==> config.mk <==
export PLATFORM = sky130hd
export DESIGN_NAME = sem_ctrl
export DESIGN_NICKNAME = d
export VERILOG_FILES = /design/src/sem_pkg.sv /design/src/sem_ctrl.sv
export SDC_FILE = /design/constraint.sdc
export NUM_CORES = 1
export LEC_CHECK = 0
export ABC_CLOCK_PERIOD_IN_PS = 2600
export BUFFER_PORTS_ARGS = -buffer_cell sky130_fd_sc_hd__buf_2
export CELL_PAD_IN_SITES_DETAIL_PLACEMENT = 2
export CELL_PAD_IN_SITES_GLOBAL_PLACEMENT = 2
export CORE_AREA = 2 2 39 41
export CTS_CLUSTER_DIAMETER = 30
export DETAILED_ROUTE_END_ITERATION = 10
export DIE_AREA = 0 0 41 43
export HOLD_SLACK_MARGIN = 0.05
export PLACE_DENSITY = 0.63
export SYNTH_ARGS = -nofsm -noshare
export SYNTH_HDL_FRONTEND = slang
export SYNTH_SLANG_ARGS = --single-unit
export TNS_END_PERCENT = 1
==> constraint.sdc <==
create_clock -name clock -period 2.6 [get_ports clock]
set_input_delay 0.13 -clock clock [delete_from_list [all_inputs] [get_ports clock]]
set_output_delay 0.13 -clock clock [all_outputs]
set_load 0.05 [all_outputs]
==> src/sem_pkg.sv <==
`default_nettype none
// ----------------------------------------------------------------------------
// sem_pkg
// Shared types and constants for the Sobel edge magnitude block.
// ----------------------------------------------------------------------------
package sem_pkg;

   localparam int PIX_W   = 8;
   localparam int RGB_W   = 3 * PIX_W;
   localparam int FW_W    = 12;
   localparam int FH_W    = 13;
   localparam int CSR_IDX_W = 2;
   localparam int CSR_DATA_W = 13;
   localparam int G_W     = 11;   // signed Sobel sum, |G| <= 1020
   localparam int SQ_W    = 21;   // Gx^2 + Gy^2 <= 2080800
   localparam int ROOT_W  = 22;
   localparam int MAG_W   = 11;
   localparam logic [PIX_W-1:0] MAG_MAX = 8'd255;
   localparam logic [FW_W-1:0] FW_RESET = 12'd640;
   localparam logic [FH_W-1:0] FH_RESET = 13'd480;

   localparam logic [CSR_IDX_W-1:0] CSR_FRAME_WIDTH  = 2'd0;
   localparam logic [CSR_IDX_W-1:0] CSR_FRAME_HEIGHT = 2'd1;

   typedef enum logic [2:0] {
      ST_IDLE,
      ST_LOAD,
      ST_SUM,
      ST_SQUARE,
      ST_ROOT,
      ST_EMIT
   } state_type;

   typedef struct packed {
      logic accept;
      logic load;
      logic sum;
      logic square;
      logic root_step;
      logic out_load;
   } cmd_type;

   typedef struct packed {
      logic has_result;
      logic root_last;
   } status_type;

endpackage
`default_nettype wire

==> src/sem_ctrl.sv <==
`default_nettype none
// ----------------------------------------------------------------------------
// sem_ctrl
// Sequencer: accept, window load, Sobel sums, squares, root steps, emit.
// ----------------------------------------------------------------------------
module sem_ctrl (
   input  wire logic                clock,
   input  wire logic                reset,
   input  wire logic                req_valid,
   output logic                     req_stall,
   output logic                     rsp_valid,
   input  wire logic                rsp_stall,
   input  wire sem_pkg::status_type status,
   output sem_pkg::cmd_type         cmd
);
   import sem_pkg::*;

   state_type state_ff, state_in;
   logic      rsp_valid_ff, rsp_valid_in;

   always_ff @(posedge clock) begin
      if (reset) begin
         state_ff     <= ST_IDLE;
         rsp_valid_ff <= 1'b0;
      end else begin
         state_ff     <= state_in;
         rsp_valid_ff <= rsp_valid_in;
      end
   end

   always_comb begin
      state_in  = state_ff;
      cmd       = '0;
      req_stall = 1'b1;
      case (state_ff)
         ST_IDLE: begin
            req_stall  = 1'b0;
            cmd.accept = req_valid;
            if (req_valid) begin
               state_in = ST_LOAD;
            end
         end
         ST_LOAD: begin
            cmd.load = 1'b1;
            state_in = ST_SUM;
         end
         ST_SUM: begin
            if (status.has_result) begin
               cmd.sum  = 1'b1;
               state_in = ST_SQUARE;
            end else begin
               state_in = ST_IDLE;
            end
         end
         ST_SQUARE: begin
            cmd.square = 1'b1;
            state_in   = ST_ROOT;
         end
         ST_ROOT: begin
            cmd.root_step = 1'b1;
            if (status.root_last) begin
               state_in = ST_EMIT;
            end
         end
         ST_EMIT: begin
            if (!rsp_valid_ff || !rsp_stall) begin
               cmd.out_load = 1'b1;
               state_in     = ST_IDLE;
            end
         end
         default: begin
            state_in = ST_IDLE;
         end
      endcase
      rsp_valid_in = (rsp_valid_ff && rsp_stall) || cmd.out_load;
   end

   assign rsp_valid = rsp_valid_ff;

endmodule
`default_nettype wire

# == Word level (Yosys, flattened, before mapping) ==
# Index checks and enable logic that the tools add are counted.
# totals
wordCells,31
inputBits,6
ff_bits,4
# classes
n_mux,14
reduce_logical,7
n_eq_ne,8
# ops
op,count
case mux 3 bit (6 select lines),1
2-to-1 mux 1 bit,9
2-to-1 mux 3 bit,3
== test 3 x 2 -> 1 bit (second input constant),2
== test 3 bit (second input constant),2
!= test 2 bit (second input constant),3
== test 3 x 1 -> 1 bit (second input constant),1
zero test 3 bit,1
AND reduction 3 bit,1
zero test 1 bit,2
logical OR 1 bit,2
2-to-1 mux 2 bit,1
logical AND 1 bit,1

# == Depth between registers and ports, before layout ==
# Gate-level depths: netlist of run 1.
# depth
depth_word,5
ltp_mapped,4
depth_no_buf,3

# == Least setup slack after synthesis of run 1 ==
# Ideal clock, no wire load.
# synth_timing
path_kind,flip-flop to output port
from,register state_ff[0]
to,output port cmd[5] in the netlist's numbering
arrival_ns,2.115
n_path_buf,1
path_stages_with_launch,3
setup_slack_ns,0.355
path_cell_list,dfxtp_1 -> buf_2 -> nor4b_1
# synth_lines
item,line,text
start: declaration,sem_ctrl.sv:18,"state_type state_ff, state_in;"
start signal: assignment,sem_ctrl.sv:26,state_ff <= state_in;
end: declaration,sem_ctrl.sv:14,output sem_pkg::cmd_type cmd

==> flow_summary_export.csv, run 1 <==
group,metric,value,unit
drt,wl_met3,69,um
logic_synthesis,synth_cell_type_count,19,
floorplanning,die_area,1763,sq um
timing,rsz0062_at_grt,"no",
grt,grt_pass1_vias,309,
final_layout,final_common_cell,"buf_2",
timing,max_freq,690.8,MHz
min_path,min_path_type,"in2reg",
drt,route.detailed.drc,0,
power_and_ir_drop,finalPower,0.2036,mW
setup_path,crit_fanout,12,
power_and_ir_drop,p_leak,0.1547,nW
placement,io_buffers,13,
logic_synthesis,syn_nets,36,
power_and_ir_drop,ir_drop,0.0001996,V
floorplanning,pin_count,14,
drt,via_per_inst,4.712,
timing,fin_skew,1.348,ps
floorplanning,die_w,41,um
power_and_ir_drop,cellPowerDensity,625.9,nW/um^2
setup_path,path_cells,"nand3b_1, a21oi_1, buf_2",
final_layout,drive_above_1_share,0.3953,
placement,hpwl,562,um
setup_path,crit_slowest_cell,"dfxtp_1",
placement,gp_congestion,0.6838,
outcome,status,"completed",
logic_synthesis,netlist.area_leader.share,0.3316,
final_layout,n_antenna_cell,0,
logic_synthesis,ys_ff_latch,4,
timing,period_share,0.5567,
drt,wl_met2,344,um
drt,ant_nets,0,
timing,fin_crit,1448,ps
drt,post_drt_wl_per_cell,12.61,um
drt,first_pass_iters,2,
logic_synthesis,yosysTopAreaCell,"dfxtp_1",
setup_path,criticalPathCategory,"reg2out",
clocking,clock_path_buffers,2,
clocking,post_cts_resized,0,
drt,maxUsedRoutingLayer,"met4",
run,drv_cap,0,
clocking,clkLatencyLatePin,240,ps
grt,overflow,0,
timing,finalSetupViolCount,0,
clocking,cts_root_buf,"clkbuf_4",
setup_path,cp-start-kind,"flip-flop",
power_and_ir_drop,p_switching,0.07150,mW
grt,grtUsageTotal,0.1104,
timing,final-max-slew-violation-count,0,
clocking,htree_levels,1,
setup_path,cp-end-kind,"output pin",
drt,met1_length,302,um
logic_synthesis,synth_warnings,0,
logic_synthesis,yosysSeqAreaShare,0.3316,
floorplanning,design.core.area,1384,sq um
power_and_ir_drop,p_seq_frac,0.350,
clocking,cts.sinks,4,
logic_synthesis,syn_area,241.5,sq um
setup_path,arrival,1320,ps
logic_synthesis,avgSynthCellArea,8.049,sq um
clocking,path_clk_slew,40,ps
power_and_ir_drop,p_int,0.1321,mW
clocking,ctsHoldBuffers,0,
logic_synthesis,netlist_instances,30,
timing,finalSetupTns,0,ps
timing,worst_slew_pin_slew,339.1,ps
setup_path,slowest_delay,510,ps
setup_path,critical_path_buf_inv_count,1,
drt,drt-initial-drc-count,2,
grt,grt_start_max_net_pins,13,
final_layout,area_growth,34.71,%
clocking,numCtsBuffers,3,
final_layout,final_cell_mix,"buf_2 (13), dfxtp_1 (4)",
setup_path,critPathRequiredTime,2470,ps
clocking,post_cts_buffers,0,
logic_synthesis,synthTopCellsByArea,"dfxtp_1 (33%), a21oi_1 (6.2%), nand2b_1 (5.2%)",
floorplanning,row_count,14,
floorplanning,die_y,43,um
power_and_ir_drop,combinationalPowerShare,0.248,
setup_path,path_delay_family,"flip-flops",
grt,grt_antenna_before_repair,0,
timing,hold_viol,0,
grt,grt_pass1_wl,1.235,mm
power_and_ir_drop,swShare,0.3512,
drt,num_vias,278,
timing,slew_headroom,0.7736,
clocking,cts_tree,"yes",
final_layout,nets,51,
power_and_ir_drop,pwr-share-clk,0.402,
final_layout,finalNonFillerCells,59,
placement,place_inst,56,
floorplanning,initial_core_util,0.1745,
drt,drt_wl_total,744,um
-- cells by family (layout without fill, tap and decap cells) --
group	count (synthesis)	in the layout	synth area share
and+or+nand+nor	15	15	0.3368
AOI/OAI and AO/OA	7	7	0.1917
DFF	4	4	0.3316
buffers and inverters	3	16	0.09843
muxes	1	1	0.04145
-- path summary, 6_finish.rpt --
kind	start	to	slack, ps	cells past startpoint
max	state_ff[0]$_SDFFE_PP0P_	cmd[0]	1150	3
min	reset	state_ff[1]$_SDFFE_PP0P_	120	2
max reg2reg	state_ff[1]$_SDFFE_PP0P_	state_ff[0]$_SDFFE_PP0P_	1470	3
min reg2reg	rsp_valid$_SDFF_PP0_	rsp_valid$_SDFF_PP0_	550	2
-- worst register-to-register path: cells and delay by family (launching register included) --
family             cells  cell delay (ps)
DFF                    1              450
and+or+nand+nor        1              410
muxes                  1              110
AOI/OAI and AO/OA      1               80
-- layer usage --
| layer | vias up | global-route usage |
|---|---|---|
| met4 | 0 | 0.1000 |
| li1 | 131 | - |
| met1 | 130 | 0.1190 |
| met2 | 14 | 0.1531 |
| met5 | - | 0 |
| met3 | 3 | 0.04712 |
-- layout make-up --
class                           instances  area (sq um)
Fill cell                             175          1059
Multi-Input combinational cell         23         137.6
Sequential cell                         4         80.08
Timing Repair Buffer                   13         65.06
Clock buffer                            3         22.52
Tap cell                               16         20.02
-- registers in the layout, indices dropped and copies added (netlist names) --
signal     cells
state_ff       3
rsp_valid      1
-- metrics by stage --
stage / area (sq um) / worst slack [ps] / hold slack (ps) / util
finish: 325.3 / 1152 / 117.5 / 0.2351
global placement: 302.8 / 1441 / 357.7 / 0.2188
global route: 325.3 / 1080 / 139.5 / 0.2351
floorplan: 241.5 / 355.4 / 199.1 / -
detailed placement: 302.8 / 1412 / 378.3 / 0.2188
CTS: 325.3 / 1136 / 121.6 / 0.2351
-- synth_stat cells --
| cell | instances |
|---|---|
| a21oi_1 | 3 |
| a31oi_1 | 1 |
| buf_2 | 1 |
| buf_4 | 1 |
| buf_6 | 1 |
| dfxtp_1 | 4 |
| mux2i_1 | 1 |
| nand2_1 | 3 |
| nand2b_1 | 2 |
| nand3b_1 | 1 |
| nor2_1 | 3 |
| nor2b_1 | 1 |
| nor3_1 | 2 |
| nor4b_1 | 1 |
| o21a_1 | 1 |
| o21ba_2 | 1 |
| o31ai_1 | 1 |
| or3_1 | 1 |
| or4_1 | 1 |
-- power by group through the flow --
| stage | registers [mW] | clock network, mW | logic [mW] |
|---|---|---|---|
| 4_1_cts | 0.0715 | 0.0846 | 0.0514 |
| 6_report | 0.0713 | 0.0818 | 0.0505 |
| 3_5_place_dp | 0.0724 | 0 | 0.0510 |
| 5_1_grt | 0.0722 | 0.0862 | 0.0546 |
| 3_3_place_gp | 0.0720 | 0 | 0.0498 |
| 2_1_floorplan | 0.0668 | 0 | 0.0444 |
No activity file was read; power rests on OpenSTA's default activity.
==> inputs of run 2 (changes only) <==
==> config.mk (replaced) <==
export PLATFORM = sky130hd
export DESIGN_NAME = sem_ctrl
export DESIGN_NICKNAME = d
export VERILOG_FILES = /design/src/sem_pkg.sv /design/src/sem_ctrl.sv
export SDC_FILE = /design/constraint.sdc
export NUM_CORES = 1
export LEC_CHECK = 0
export ABC_CLOCK_PERIOD_IN_PS = 1200
export BUFFER_PORTS_ARGS = -buffer_cell sky130_fd_sc_hd__buf_2
export CELL_PAD_IN_SITES_DETAIL_PLACEMENT = 2
export CELL_PAD_IN_SITES_GLOBAL_PLACEMENT = 2
export CORE_MARGIN = 2
export CORE_UTILIZATION = 17
export CTS_CLUSTER_DIAMETER = 30
export DETAILED_ROUTE_END_ITERATION = 10
export HOLD_SLACK_MARGIN = 0.05
export PLACE_DENSITY = 0.62
export SYNTH_ARGS = -nofsm -noshare
export SYNTH_HDL_FRONTEND = slang
export SYNTH_SLANG_ARGS = --single-unit
export TNS_END_PERCENT = 1
==> constraint.sdc (replaced) <==
create_clock -name clock -period 1.2 [get_ports clock]
set_input_delay 0.06 -clock clock [delete_from_list [all_inputs] [get_ports clock]]
set_output_delay 0.06 -clock clock [all_outputs]
set_load 0.05 [all_outputs]
==> run 2 against run 1 <==
Net effect:
- first-iteration DRC count fell by 100%
- the flow now finishes with violations (negative setup slack)
- register-to-register slack lost 1400 ps
- critical path depth decreased by 1
- worst hold slack improved by 19 ps
- setup slack got worse by 1200 ps
- combinational power grew to 2.9 times the previous value
- global-route usage fell by 1.1 points
- clock-buffer cell count unchanged
- sequential share of layout area fell by 3.3 points
- cell area rose by 32%
- highest routed layer unchanged
- total power up 130%
- die area decreased by 1.4%
==> flow_summary_export.csv, run 2 (synthesized netlist as in run 1, its figures left out) <==
group,metric,value,unit
floorplanning,initial_core_util,0.1833,
setup_path,crit_fanout,8,
final_layout,drive_above_1_share,0.6087,
power_and_ir_drop,p_leak,0.1875,nW
setup_path,r2r_start,"state_ff[2]$_SDFFE_PP0P_",
power_and_ir_drop,pwr-share-clk,0.365,
clocking,cts.sinks,4,
placement,dp_slack,11.72,ps
final_layout,final_common_cell,"buf_2",
min_path,min-delay-start,"rsp_stall",
placement,io_buffers,13,
final_layout,nets,54,
grt,grtUsageTotal,0.09964,
floorplanning,design.core.area,1318,sq um
drt,first_pass_iters,1,
timing,fin_skew,0.7771,ps
drt,route.detailed.drc,0,
clocking,path_clk_slew,40,ps
floorplanning,row_count,13,
power_and_ir_drop,p_int,0.3126,mW
floorplanning,die_area,1738,sq um
clocking,clock_path_buffers,2,
power_and_ir_drop,cellPowerDensity,1104,nW/um^2
min_path,min_path_type,"in2reg",
clocking,clkLatencyLatePin,240,ps
timing,slew_headroom,0.8336,
timing,setup_ws,-12.71,ps
final_layout,fin_area,429.2,sq um
clocking,htree_levels,1,
timing,max_freq,824.6,MHz
outcome,status,"complete, but fails checks",
timing,finalSetupTns,-12.71,ps
final_layout,area_growth,77.72,%
grt,grt_start_max_net_pins,13,
grt,overflow,0,
drt,drt_wl_total,824,um
timing,fin_crit,1213,ps
run,drv_cap,0,
timing,rsz0062_at_grt,"yes",
grt,grt_pass1_wl,1.304,mm
drt,drt-initial-drc-count,0,
setup_path,criticalPathCategory,"reg2out",
clocking,numCtsBuffers,3,
placement,postPlaceCellArea,312.8,sq um
setup_path,cp-start-kind,"flip-flop",
placement,gp_congestion,0.6672,
drt,num_vias,283,
floorplanning,die_y,41.69,um
power_and_ir_drop,combinationalPowerShare,0.309,
drt,ant_nets,0,
drt,post_drt_wl_per_cell,13.51,um
timing,hold_viol,0,
floorplanning,pin_count,14,
final_layout,fin_util,0.3257,
power_and_ir_drop,swShare,0.3401,
setup_path,critPathRequiredTime,1140,ps
setup_path,arrival,1150,ps
clocking,cts_tree,"yes",
power_and_ir_drop,ir_drop,0.0004533,V
timing,worst_slew_pin_slew,251.3,ps
final_layout,final_cell_mix,"buf_2 (6), buf_4 (5), buf_6 (4)",
grt,grt_antenna_before_repair,0,
placement,hpwl,544.7,um
timing,final-max-slew-violation-count,0,
final_layout,n_antenna_cell,0,
timing,period_share,1.011,
power_and_ir_drop,finalPower,0.4737,mW
final_layout,largest_register_ffs,3,
grt,grt_pass1_vias,311,
setup_path,crit_path_start,"state_ff[2]$_SDFFE_PP0P_",
final_layout,top_register,"state_ff",
drt,via_per_inst,4.639,
outcome,violations,"negative setup slack",
floorplanning,die_w,41.69,um
setup_path,cp-end-kind,"output pin",
timing,finalSetupViolCount,1,
clocking,cts_root_buf,"clkbuf_4",
power_and_ir_drop,p_switching,0.1611,mW
power_and_ir_drop,p_seq_frac,0.327,
-- run 2: cell types whose count changed in the layout (fill, tap and decap cells not counted), moves of 3 or more --
| cell | change |
|---|---|
| dfxtp_1 | -3 |
| dfxtp_4 | +3 |
| buf_6 | +4 |
| buf_4 | +5 |
| buf_2 | -7 |
-- run 2: path summary, 6_finish.rpt --
kind	to	slack (ps)	cells after the start
worst max-delay path	req_stall	-10	2
worst min-delay path	rsp_valid$_SDFF_PP0_	140	3
worst max register to register	state_ff[0]$_SDFFE_PP0P_	120	2
worst min register to register	rsp_valid$_SDFF_PP0_	540	2
-- run 2: area by class of cell --
type / count / area, sq um
Sequential cell: 4 / 91.34
Fill cell: 155 / 888.4
Clock buffer: 3 / 22.52
Multi-Input combinational cell: 23 / 173.9
Timing Repair Buffer: 16 / 122.6
Tap cell: 15 / 18.77
-- run 2: worst max-delay path: stages, from the launching register on --
cell and delay, ps:
dfxtp_4 370, or3_4 390, buf_6 160
-- run 2: metal layers --
layer,part of all wire,GRT usage
met3,0.085,0.03478
met4,0.022,0.07742
met2,0.51,0.1656
met5,0,0
met1,0.38,0.1003
-- run 2: what timing repair did --
action	in CTS	in global routing
resized for setup	12	11
endpoints found under the hold margin	1	0
hold buffers	1	0
setup endpoints to repair	7	7
setup buffers	0	2
-- run 2: power groups by stage --
stage / sequential [mW] / clock (mW) / combinational, mW
2_1_floorplan: 0.145 / 0 / 0.0998
3_3_place_gp: 0.158 / 0 / 0.110
3_5_place_dp: 0.159 / 0 / 0.112
4_1_cts: 0.156 / 0.184 / 0.127
5_1_grt: 0.157 / 0.195 / 0.156
6_report: 0.155 / 0.173 / 0.146
-- run 2: metrics by stage --
stage | std cells | hold WS (ps)
floorplan | 30 | 129.1
global placement | 55 | 287.7
detailed placement | 55 | 304.5
CTS | 59 | 121.0
global route | 61 | 147.8
finish | 61 | 136.1
==> inputs of run 3 (changes only) <==
--- a/config.mk
+++ b/config.mk
@@ -14,7 +14,7 @@
 export CTS_CLUSTER_DIAMETER = 30
 export DETAILED_ROUTE_END_ITERATION = 10
 export HOLD_SLACK_MARGIN = 0.05
-export PLACE_DENSITY = 0.62
+export PLACE_DENSITY = 0.64
 export SYNTH_ARGS = -nofsm -noshare
 export SYNTH_HDL_FRONTEND = slang
 export SYNTH_SLANG_ARGS = --single-unit
==> run 3 against run 2 <==
Net effect:
- the run now ends clean
- via count shrank 2.1%
- cell area fell by 4.1%
- sequential share of layout area rose by 0.30 points
- global-route usage shrank 0.56 points
- core utilization is 1.3 points lower
- clock skew rose by 3.8 ps
- final cell count stayed put
- register-to-register slack better by 30 ps
- clock power hardly changed
- critical path depth stayed put
- clock-buffer cell count unchanged
==> flow_summary_export.csv, run 3 (synthesized netlist as in run 1, its figures left out) <==
group,metric,value,unit
power_and_ir_drop,p_int,0.3089,mW
floorplanning,die_w,41.69,um
grt,grt_pass1_vias,302,
clocking,numCtsBuffers,3,
min_path,min_path_type,"in2reg",
floorplanning,design.core.area,1318,sq um
floorplanning,pin_count,14,
power_and_ir_drop,pwr-share-clk,0.374,
timing,rsz0062_at_grt,"yes",
timing,period_share,0.9924,
setup_path,crit_fanout,9,
grt,overflow,0,
final_layout,final_common_cell,"buf_2",
timing,fin_crit,1191,ps
setup_path,cp-start-kind,"flip-flop",
power_and_ir_drop,cellPowerDensity,1135,nW/um^2
power_and_ir_drop,p_seq_frac,0.329,
power_and_ir_drop,p_leak,0.1813,nW
drt,drt_wl_total,751,um
timing,worst_slew_pin_slew,253.9,ps
clocking,htree_levels,1,
clocking,clock_path_buffers,2,
clocking,cts.sinks,4,
grt,grt_antenna_before_repair,0,
drt,drt-initial-drc-count,1,
timing,hold_ws,131.4,ps
power_and_ir_drop,swShare,0.3386,
drt,num_vias,277,
timing,final-max-slew-violation-count,0,
setup_path,crit_slowest_cell,"dfxtp_4",
timing,finalSetupViolCount,0,
drt,ant_nets,0,
final_layout,top_register,"state_ff",
drt,first_pass_iters,2,
clocking,cts_root_buf,"clkbuf_4",
outcome,status,"completed",
timing,max_freq,839.7,MHz
setup_path,path_cells,"or3_1, buf_6",
clocking,clkLatencyLatePin,240,ps
grt,grtUsageTotal,0.09409,
placement,gp_congestion,0.6940,
drt,via_per_inst,4.541,
setup_path,criticalPathCategory,"reg2out",
floorplanning,die_area,1738,sq um
setup_path,slowest_delay,370,ps
timing,slew_headroom,0.8319,
clocking,cts_tree,"yes",
power_and_ir_drop,finalPower,0.4671,mW
drt,route.detailed.drc,0,
floorplanning,row_count,13,
clocking,path_clk_slew,40,ps
final_layout,final_cell_mix,"buf_2 (6), buf_6 (5), buf_4 (4)",
setup_path,critPathRequiredTime,1140,ps
setup_path,cp-end-kind,"output pin",
placement,hpwl,564.5,um
placement,io_buffers,13,
drt,post_drt_wl_per_cell,12.31,um
power_and_ir_drop,ir_drop,0.0003238,V
setup_path,arrival,1130,ps
final_layout,largest_register_ffs,3,
floorplanning,initial_core_util,0.1833,
clocking,post_cts_buffers,0,
final_layout,area_growth,70.47,%
timing,fin_skew,4.603,ps
power_and_ir_drop,combinationalPowerShare,0.297,
power_and_ir_drop,p_switching,0.1582,mW
final_layout,n_antenna_cell,0,
timing,hold_viol,0,
run,drv_cap,0,
grt,grt_pass1_wl,1.262,mm
grt,grt_start_max_net_pins,10,
final_layout,drive_above_1_share,0.5652,
floorplanning,die_y,41.69,um
final_layout,nets,54,
## run 3: layer usage
layer / routed length, um / share of wire / track usage / vias up
met3: 46 / 0.061 / 0.03478 / 0
li1: - / - / - / 138
met4: 0 / 0 / 0.05806 / 0
met2: 357 / 0.48 / 0.1375 / 10
met1: 347 / 0.46 / 0.1155 / 129
met5: 0 / 0 / 0 / -
## run 3: path summary, 6_finish.rpt
kind                                          startpoint                       end  slack, ps  cells after the start
worst min register to register      rsp_valid$_SDFF_PP0_      rsp_valid$_SDFF_PP0_        540                      2
worst max register to register  state_ff[1]$_SDFFE_PP0P_  state_ff[0]$_SDFFE_PP0P_        150                      3
worst max-delay path            state_ff[0]$_SDFFE_PP0P_                 req_stall          9                      2
worst min-delay path                           rsp_stall      rsp_valid$_SDFF_PP0_        130                      3
## run 3: cell type report
cell class / instances / area (sq um)
clock buffer: 3 / 22.52
fill: 157 / 905.9
multi-input combinational: 23 / 155.1
sequential: 4 / 88.84
tap: 15 / 18.77
timing repair buffer: 16 / 126.4
## run 3: critical path: cells and delay by family, from the launching register on
family,cells,cell delay [ps]
buffers and inverters,1,160
AND/OR/NAND/NOR,1,360
flip-flops,1,370
## run 3: power by group through the flow
stage	sequential, mW	clock [mW]	combinational [mW]
after global routing	0.156	0.188	0.146
after CTS	0.155	0.185	0.134
after floorplan	0.145	0	0.0998
after global placement	0.155	0	0.118
after detailed placement	0.156	0	0.119
final	0.154	0.175	0.139
## run 3: repair_timing
item | 4_1_cts | 5_1_grt
hold endpoints to repair | 2 | 0
pin swaps | 0 | 0
gates cloned | 0 | 0
setup endpoints to repair | 7 | 7
hold buffers | 1 | 0
resized for setup | 13 | 7
## run 3: through the flow
step	worst slack [ps]	area [sq um]	TNS, ps	utilization	instances
5_1_grt	-37.67	411.6	-94.04	0.3124	61
3_5_place_dp	51.57	327.8	0	0.2488	57
4_1_cts	-8.278	392.9	-8.278	0.2982	61
2_1_floorplan	-351.4	252.7	-1161	-	30
6_report	9.159	411.6	0	0.3124	61
3_3_place_gp	68.63	327.8	0	0.2488	57
